File: src/hw/rtl/pad_pkg.sv
// Package for the point angle and distance core.
// Holds item types, fixed-point constants and the CORDIC arctangent table.
// No dependencies.
`timescale 1ns / 1ps
`default_nettype none

package pad_pkg;

   localparam int COORD_WIDTH       = 16;
   localparam int DIFF_WIDTH        = COORD_WIDTH + 1;
   localparam int DEF_CORDIC_STAGES = 16;
   localparam int MAX_CORDIC_STAGES = 24;
   localparam int GUARD_BITS        = 8;
   localparam int XW                = 28;
   localparam int ZW                = 32;
   localparam int ZZW               = 33;
   localparam int GAIN_W            = 32;
   localparam int PW                = (XW - 1) + GAIN_W;
   localparam int ANGLE_W           = 16;
   localparam int DIST_W            = 17;
   localparam int DIST_RAW_W        = PW - 40;
   localparam int TOL_W             = 16;

   localparam logic [TOL_W-1:0]  TOL_RESET   = 16'd160;
   localparam logic [GAIN_W-1:0] INV_GAIN    = 32'd2608131496;
   localparam logic [DIST_W-1:0] DIST_MAX    = 17'h1FFFF;
   localparam logic [ZZW-1:0]    Z_QUARTER   = 33'h040000000;
   localparam logic [PW-1:0]     DIST_ROUND  = PW'(64'h0000_0080_0000_0000);
   localparam logic [ZZW-1:0]    ANGLE_ROUND = 33'h000008000;

   localparam logic [ANGLE_W-1:0] ANG_ZERO  = 16'd0;
   localparam logic [ANGLE_W-1:0] ANG_HALF  = 16'd16384;
   localparam logic [ANGLE_W-1:0] ANG_PI    = 16'd32768;
   localparam logic [ANGLE_W-1:0] ANG_3HALF = 16'd49152;

   typedef struct packed {
      logic signed [COORD_WIDTH-1:0] ref_x;
      logic signed [COORD_WIDTH-1:0] ref_y;
      logic signed [COORD_WIDTH-1:0] other_x;
      logic signed [COORD_WIDTH-1:0] other_y;
   } pad_req_type;

   typedef struct packed {
      logic [ANGLE_W-1:0] angle;
      logic [DIST_W-1:0]  dist_res;
      logic               near;
   } pad_rsp_type;

   // side info carried alongside the CORDIC datapath
   typedef struct packed {
      logic               special;
      logic [ANGLE_W-1:0] sp_angle;
      logic [DIST_W-1:0]  sp_dist;
      logic               dx_neg;
      logic               dy_neg;
   } pad_side_type;

   // atan(2^-i), 2^32 = 2pi
   function automatic logic [ZW-1:0] atan_lut(input logic [4:0] idx);
      logic [ZW-1:0] v;
      case (idx)
         5'd0:  v = 32'd536870912;
         5'd1:  v = 32'd316933406;
         5'd2:  v = 32'd167458907;
         5'd3:  v = 32'd85004756;
         5'd4:  v = 32'd42667331;
         5'd5:  v = 32'd21354465;
         5'd6:  v = 32'd10679838;
         5'd7:  v = 32'd5340245;
         5'd8:  v = 32'd2670163;
         5'd9:  v = 32'd1335087;
         5'd10: v = 32'd667544;
         5'd11: v = 32'd333772;
         5'd12: v = 32'd166886;
         5'd13: v = 32'd83443;
         5'd14: v = 32'd41722;
         5'd15: v = 32'd20861;
         5'd16: v = 32'd10430;
         5'd17: v = 32'd5215;
         5'd18: v = 32'd2608;
         5'd19: v = 32'd1304;
         5'd20: v = 32'd652;
         5'd21: v = 32'd326;
         5'd22: v = 32'd163;
         5'd23: v = 32'd81;
         default: v = '0;
      endcase
      return v;
   endfunction

endpackage

`default_nettype wire

File: src/hw/rtl/pad_cordic_stage.sv
// One registered CORDIC vectoring iteration with its valid bit and side info.
// Depends on pad_pkg.
`timescale 1ns / 1ps
`default_nettype none

module pad_cordic_stage #(
   parameter int STAGE = 0
) (
   input  wire                             clock,
   input  wire                             reset,
   input  wire                             valid_in,
   input  wire logic signed [pad_pkg::XW-1:0] x_in,
   input  wire logic signed [pad_pkg::XW-1:0] y_in,
   input  wire logic signed [pad_pkg::ZW-1:0] z_in,
   input  wire pad_pkg::pad_side_type      side_in,
   output logic                            valid_out,
   output logic signed [pad_pkg::XW-1:0]   x_out,
   output logic signed [pad_pkg::XW-1:0]   y_out,
   output logic signed [pad_pkg::ZW-1:0]   z_out,
   output pad_pkg::pad_side_type           side_out
);
   import pad_pkg::*;

   localparam logic [ZW-1:0] ATAN_STEP = atan_lut(5'(STAGE));

   logic                 valid_ff;
   logic signed [XW-1:0] x_ff, y_ff, x_nx_in, y_nx_in;
   logic signed [ZW-1:0] z_ff, z_nx_in;
   pad_side_type         side_ff;
   logic signed [XW-1:0] xs, ys;

   always_comb begin
      xs = x_in >>> STAGE;
      ys = y_in >>> STAGE;
      if (!y_in[XW-1]) begin
         x_nx_in = x_in + ys;
         y_nx_in = y_in - xs;
         z_nx_in = z_in + $signed(ATAN_STEP);
      end else begin
         x_nx_in = x_in - ys;
         y_nx_in = y_in + xs;
         z_nx_in = z_in - $signed(ATAN_STEP);
      end
   end

   always_ff @(posedge clock) begin
      if (reset) begin
         valid_ff <= 1'b0;
      end else begin
         valid_ff <= valid_in;
      end
   end

   always_ff @(posedge clock) begin
      x_ff    <= x_nx_in;
      y_ff    <= y_nx_in;
      z_ff    <= z_nx_in;
      side_ff <= side_in;
   end

   assign valid_out = valid_ff;
   assign x_out     = x_ff;
   assign y_out     = y_ff;
   assign z_out     = z_ff;
   assign side_out  = side_ff;

endmodule

`default_nettype wire

File: config.mk
export PLATFORM = sky130hd
export DESIGN_NAME = pad_cordic_stage
export DESIGN_NICKNAME = d
export VERILOG_FILES = /design/src/hw/rtl/pad_pkg.sv /design/src/hw/rtl/pad_cordic_stage.sv
export SDC_FILE = /design/constraint.sdc
export NUM_CORES = 1
export LEC_CHECK = 0
export BUFFER_PORTS_ARGS = -buffer_cell sky130_fd_sc_hd__buf_2
export CAP_MARGIN = 30
export CORE_MARGIN = 8
export CORE_UTILIZATION = 35
export DETAILED_ROUTE_END_ITERATION = 12
export GPL_TIMING_DRIVEN = 0
export PLACE_DENSITY_LB_ADDON = 0.1
export SYNTH_ARGS = -nofsm -noshare
export SYNTH_HDL_FRONTEND = slang
export SYNTH_SLANG_ARGS = --single-unit
File: constraint.sdc
create_clock -name clock -period 4.87 [get_ports clock]
set_input_delay 0.487 -clock clock [delete_from_list [all_inputs] [get_ports clock]]
set_output_delay 0.487 -clock clock [all_outputs]
set_load 0.1 [all_outputs]
# --- Word level (Yosys, flattened, before mapping) ---
# Cells that the tools add are included.
op_classes:
  addsub: 5
  n_mux: 3
op_table:
  columns: ["operator", "count"]
  rows:
  - ["two-way mux 28 bit", 2]
  - ["subtractor 28 bit", 2]
  - ["adder 32 x 31 -> 32 bit, second input constant", 1]
  - ["two-way mux 32 bit", 1]
  - ["subtractor 32 x 31 -> 32 bit, second input constant", 1]
  - ["adder 28 bit", 1]
totals:
  regBits: 125
  input_bits: 127
  out_inout_bits: 125
  elab_cells: 17

# --- Logic depth before layout (Yosys ltp) ---
logic_depth:
  word_depth: 2
  ltp_mapped: 11
  ltp_nobuf: 11

# --- Worst setup path after synthesis ---
# OpenSTA, ideal clock, no wires.
synth_path:
  kind: "input to register"
  startpoint: "in x_in[0] (netlist bit)"
  endpoint: "reg x_ff[24], in the netlist x_out[24]"
  setup_ps: 120
  arrival_time_ps: 2497
  t_required_ps: 4750
  setup_slack_ps: 2253
  path_stages: 11
  n_path_buf: 0
  cell_sequence: "ha_1 > inv_1 > fa_1 > o21bai_1 > a21oi_1 > o21ai_1 > a31oi_2 > o21ba_1 > o41ai_1 > mux2i_1 > xnor2_1"
synth_via:
  elab_chain_cells: 2
  word_cells_on_any_way: 3
  classes_between: "add/sub: 2; mux: 1"
synth_lines:
  columns: ["item", "line", "text"]
  rows:
  - ["start: declaration", "pad_cordic_stage.sv:12", "input wire logic signed [pad_pkg::XW-1:0] x_in,"]
  - ["adder 28 bit or subtractor 28 bit (tied branches)", "pad_cordic_stage.sv:36, pad_cordic_stage.sv:40", null]
  - ["two-way mux 28 bit *", "pad_cordic_stage.sv:35", "if (!y_in[XW-1]) begin"]
  - ["named net x_nx_in[24]", "pad_cordic_stage.sv:27", "logic signed [XW-1:0] x_ff, y_ff, x_nx_in, y_nx_in;"]
  - ["end signal: assignment", "pad_cordic_stage.sv:55", "x_ff <= x_nx_in;"]
  - ["end: declaration", "pad_cordic_stage.sv:27", null]
# The timed path passes the listed nets; every way through them passes the cells marked *.
# A chain may end at the register's enable or synchronous reset.

# --- Final worst setup path ---
# Same ends and word-level chain as after synthesis.

==> impl_metrics.toml <==
[finish]
mostFrequentLayoutCells = "buf_2, dfxtp_1, ha_1"
area_delta_synth_final_pct = 30.1
num-nets-final = 1316
final_cell_count_no_fill = 1388
design_area_mm2 = 0.00932
mostFrequentLayoutCell = "buf_2"
multi_input_comb_area_mm2 = 0.00421
seqCellArea_mm2 = 0.00248
drive_gt1_share_pct = 28.1
nFillCells = 2093

[sta]
fin_crit_ps = 3020
timing.final.crit_share_pct = 61.9
worstMarginPinSlew_ps = 949
hold_viol = 0
max_slew_margin_pct = 36.7
timing.fmax_ghz = 0.332
hold_ws_ps = 164
setup_viol = 0
tns_ps = 0
slew_viol_final = 0
rsz0062_at_grt = "no"

[placed_design]
dp.cells = 1355
io_buffers = 250
gp_congestion = 0.938
dp_hpwl_mm = 21.5
dpl_cell_area_mm2 = 0.00875

[clock_tree]
cts_inserted_buffers = 17
tritoncts = "built"
clock_path_buffers = 2
cts_resized = 0
h-tree-depth = 4
clockRootBuffer = "clkbuf_16"
clock_sinks = 124
clkSlewWorstSetupHoldPaths_ps = 60
cts_setup_buffers = 0
cts_hold_buf = 0

[yosys]
yosysSeqAreaShare_pct = 34.6
ys_types = 69
syn_area_mm2 = 0.00717
synthArstFlopShare_pct = 0
synth-main-ff-cell = "dfxtp_1"
yosysWarnings = 0
synthTopCellsByArea = "dfxtp_1, ha_1, xnor2_1, a21oi_1, inv_1"
synth_edf_count = 0
syn_inst = 835
syn_nets = 1047
yosysTopAreaCellShare_pct = 34.6
synth-seq-cells = 124
synth_top_cell_by_area = "dfxtp_1"
synth_area_per_cell_um2 = 8.58

[global_routing]
grt_pass1_wl_mm = 40.9
grt_max_degree = 17
grt-ovfl-total = 0
track_usage_pct = 20.5
antenna_found_initial = 1
grt_pass1_vias = 7014

[detailed_routing]
top_layer = "met4"
totalWireLength_mm = 26.7
route.met3.wl_mm = 1.94
wl_met2_mm = 12.5
ant_nets = 0
vias_per_cell = 5.00
wire_per_inst_um = 19.3
dr.first_iter.drc_count = 573
vias = 6944
first_pass_iters = 5
wl_met1_mm = 11.8
remaining_drc_errors = 0

[power]
p_total_w = 0.00432
power.leakage_nw = 4.56
irDropWorstVdd_v = 0.000237
p_per_area_mw_per_mm2 = 463

[floorplanning]
dieArea_mm2 = 0.0253
ioPinCount = 252
die_h_um = 159
coreArea_mm2 = 0.0202
chipWidth_um = 159
rows = 52
start_util_pct = 35.5

[setup_path]
endpoint_kind = "register"
crit_required_ps = 5160
startpoint_type = "primary input"
cp_max_fo = 5
critical_path_class = "primary input to register"
critPathArrivalTime_ps = 3310

[job]
cap_viol_max_count = 0

[status]
outcome = "finished, final reports clean"

[min_path]
min_path_type = "primary input to register"
==> worst paths after layout <==
| check | from | endpoint | slack (ps) | cells past startpoint |
|---|---|---|---|---|
| setup / recovery | x_in[0] | x_out[24] | 1850 | 12 |
| hold / removal | z_in[6] | z_out[6] | 160 | 1 |
==> synthesized netlist by cell type, drive strengths merged (2+ instances only) <==
cell type,number
dfxtp,124
inv,82
ha,81
a21oi,76
nor2,71
o21ai,54
xnor2,45
nand2,43
buf,23
nor3,20
a21o,18
nor2b,18
o21bai,15
o211ai,13
a31oi,12
clkbuf,12
nand3,12
mux2i,10
nand2b,10
o31ai,8
a211oi,7
xor2,7
nand4,6
nor4,6
o21a,5
and2,4
and3,4
fa,4
or3,4
a21boi,3
a221oi,3
a32oi,3
nand3b,3
o2111ai,3
o221ai,3
and4,2
o211a,2
o311ai,2
==> power breakdown <==
| part | internal, W | switching [W] | total (W) |
|---|---|---|---|
| Clock | 0.000713 | 0.000523 | 0.00124 |
| Sequential | 0.00115 | 0.0000300 | 0.00119 |
| Combinational | 0.000366 | 0.00153 | 0.00190 |
| Total | 0.00223 | 0.00208 | 0.00432 |
==> layout make-up <==
cell class,count,area share (%)
Multi-Input combinational cell,593,45.1
Sequential cell,124,26.6
Timing Repair Buffer,250,13.4
Clock buffer,18,4.60
Tap cell,270,3.62
Inverter,83,3.34
Buffer,35,1.79
Clock inverter,14,1.45
Antenna cell,1,0.0268
==> cell families (layout without fill, tap and decap cells) <==
group	Yosys count	after routing	synth area share, %
adders and majority gates	85	85	15.3
and+or+nand+nor	206	206	14.1
DFF	124	124	34.6
buffers and inverters	118	400	6.67
other	0	1	0
muxes	10	10	1.40
AOI/OAI and AO/OA	240	240	21.5
xor gates and xnor gates	52	52	6.36
==> metal layers <==
| metal | GRT usage [%] | vias to the layer above |
|---|---|---|
| met2 | 34.1 | 298 |
| met1 | 25.3 | 3204 |
| met4 | 7.20 | 0 |
| li1 | - | 3405 |
| met5 | 0 | - |
| met3 | 5.20 | 37 |
==> metrics by stage <==
| step | util (%) | worst slack [ps] |
|---|---|---|
| detailed placement | 43.4 | 1460 |
| global route | 46.2 | 1700 |
| floorplan | - | 2250 |
| finish | 46.2 | 1850 |
| CTS | 46.2 | 1870 |
| global placement | 43.4 | 1440 |
==> flip-flops by register name (all words and copies together), names as in the netlist <==
signal     flops
x_out         27
z_out         32
y_out         28
side_out      36
valid_out      1
==> critical path, cell delays in order <==
cell and delay, ps:
buf_2 100, ha_1 170, inv_1 60, fa_1 420
o21bai_1 160, a21oi_1 160, o21ai_1 350, a31oi_2 240
o21ba_1 280, o41ai_1 510, mux2i_1 180, xnor2_1 170
No activity file was read; power rests on OpenSTA's default activity.
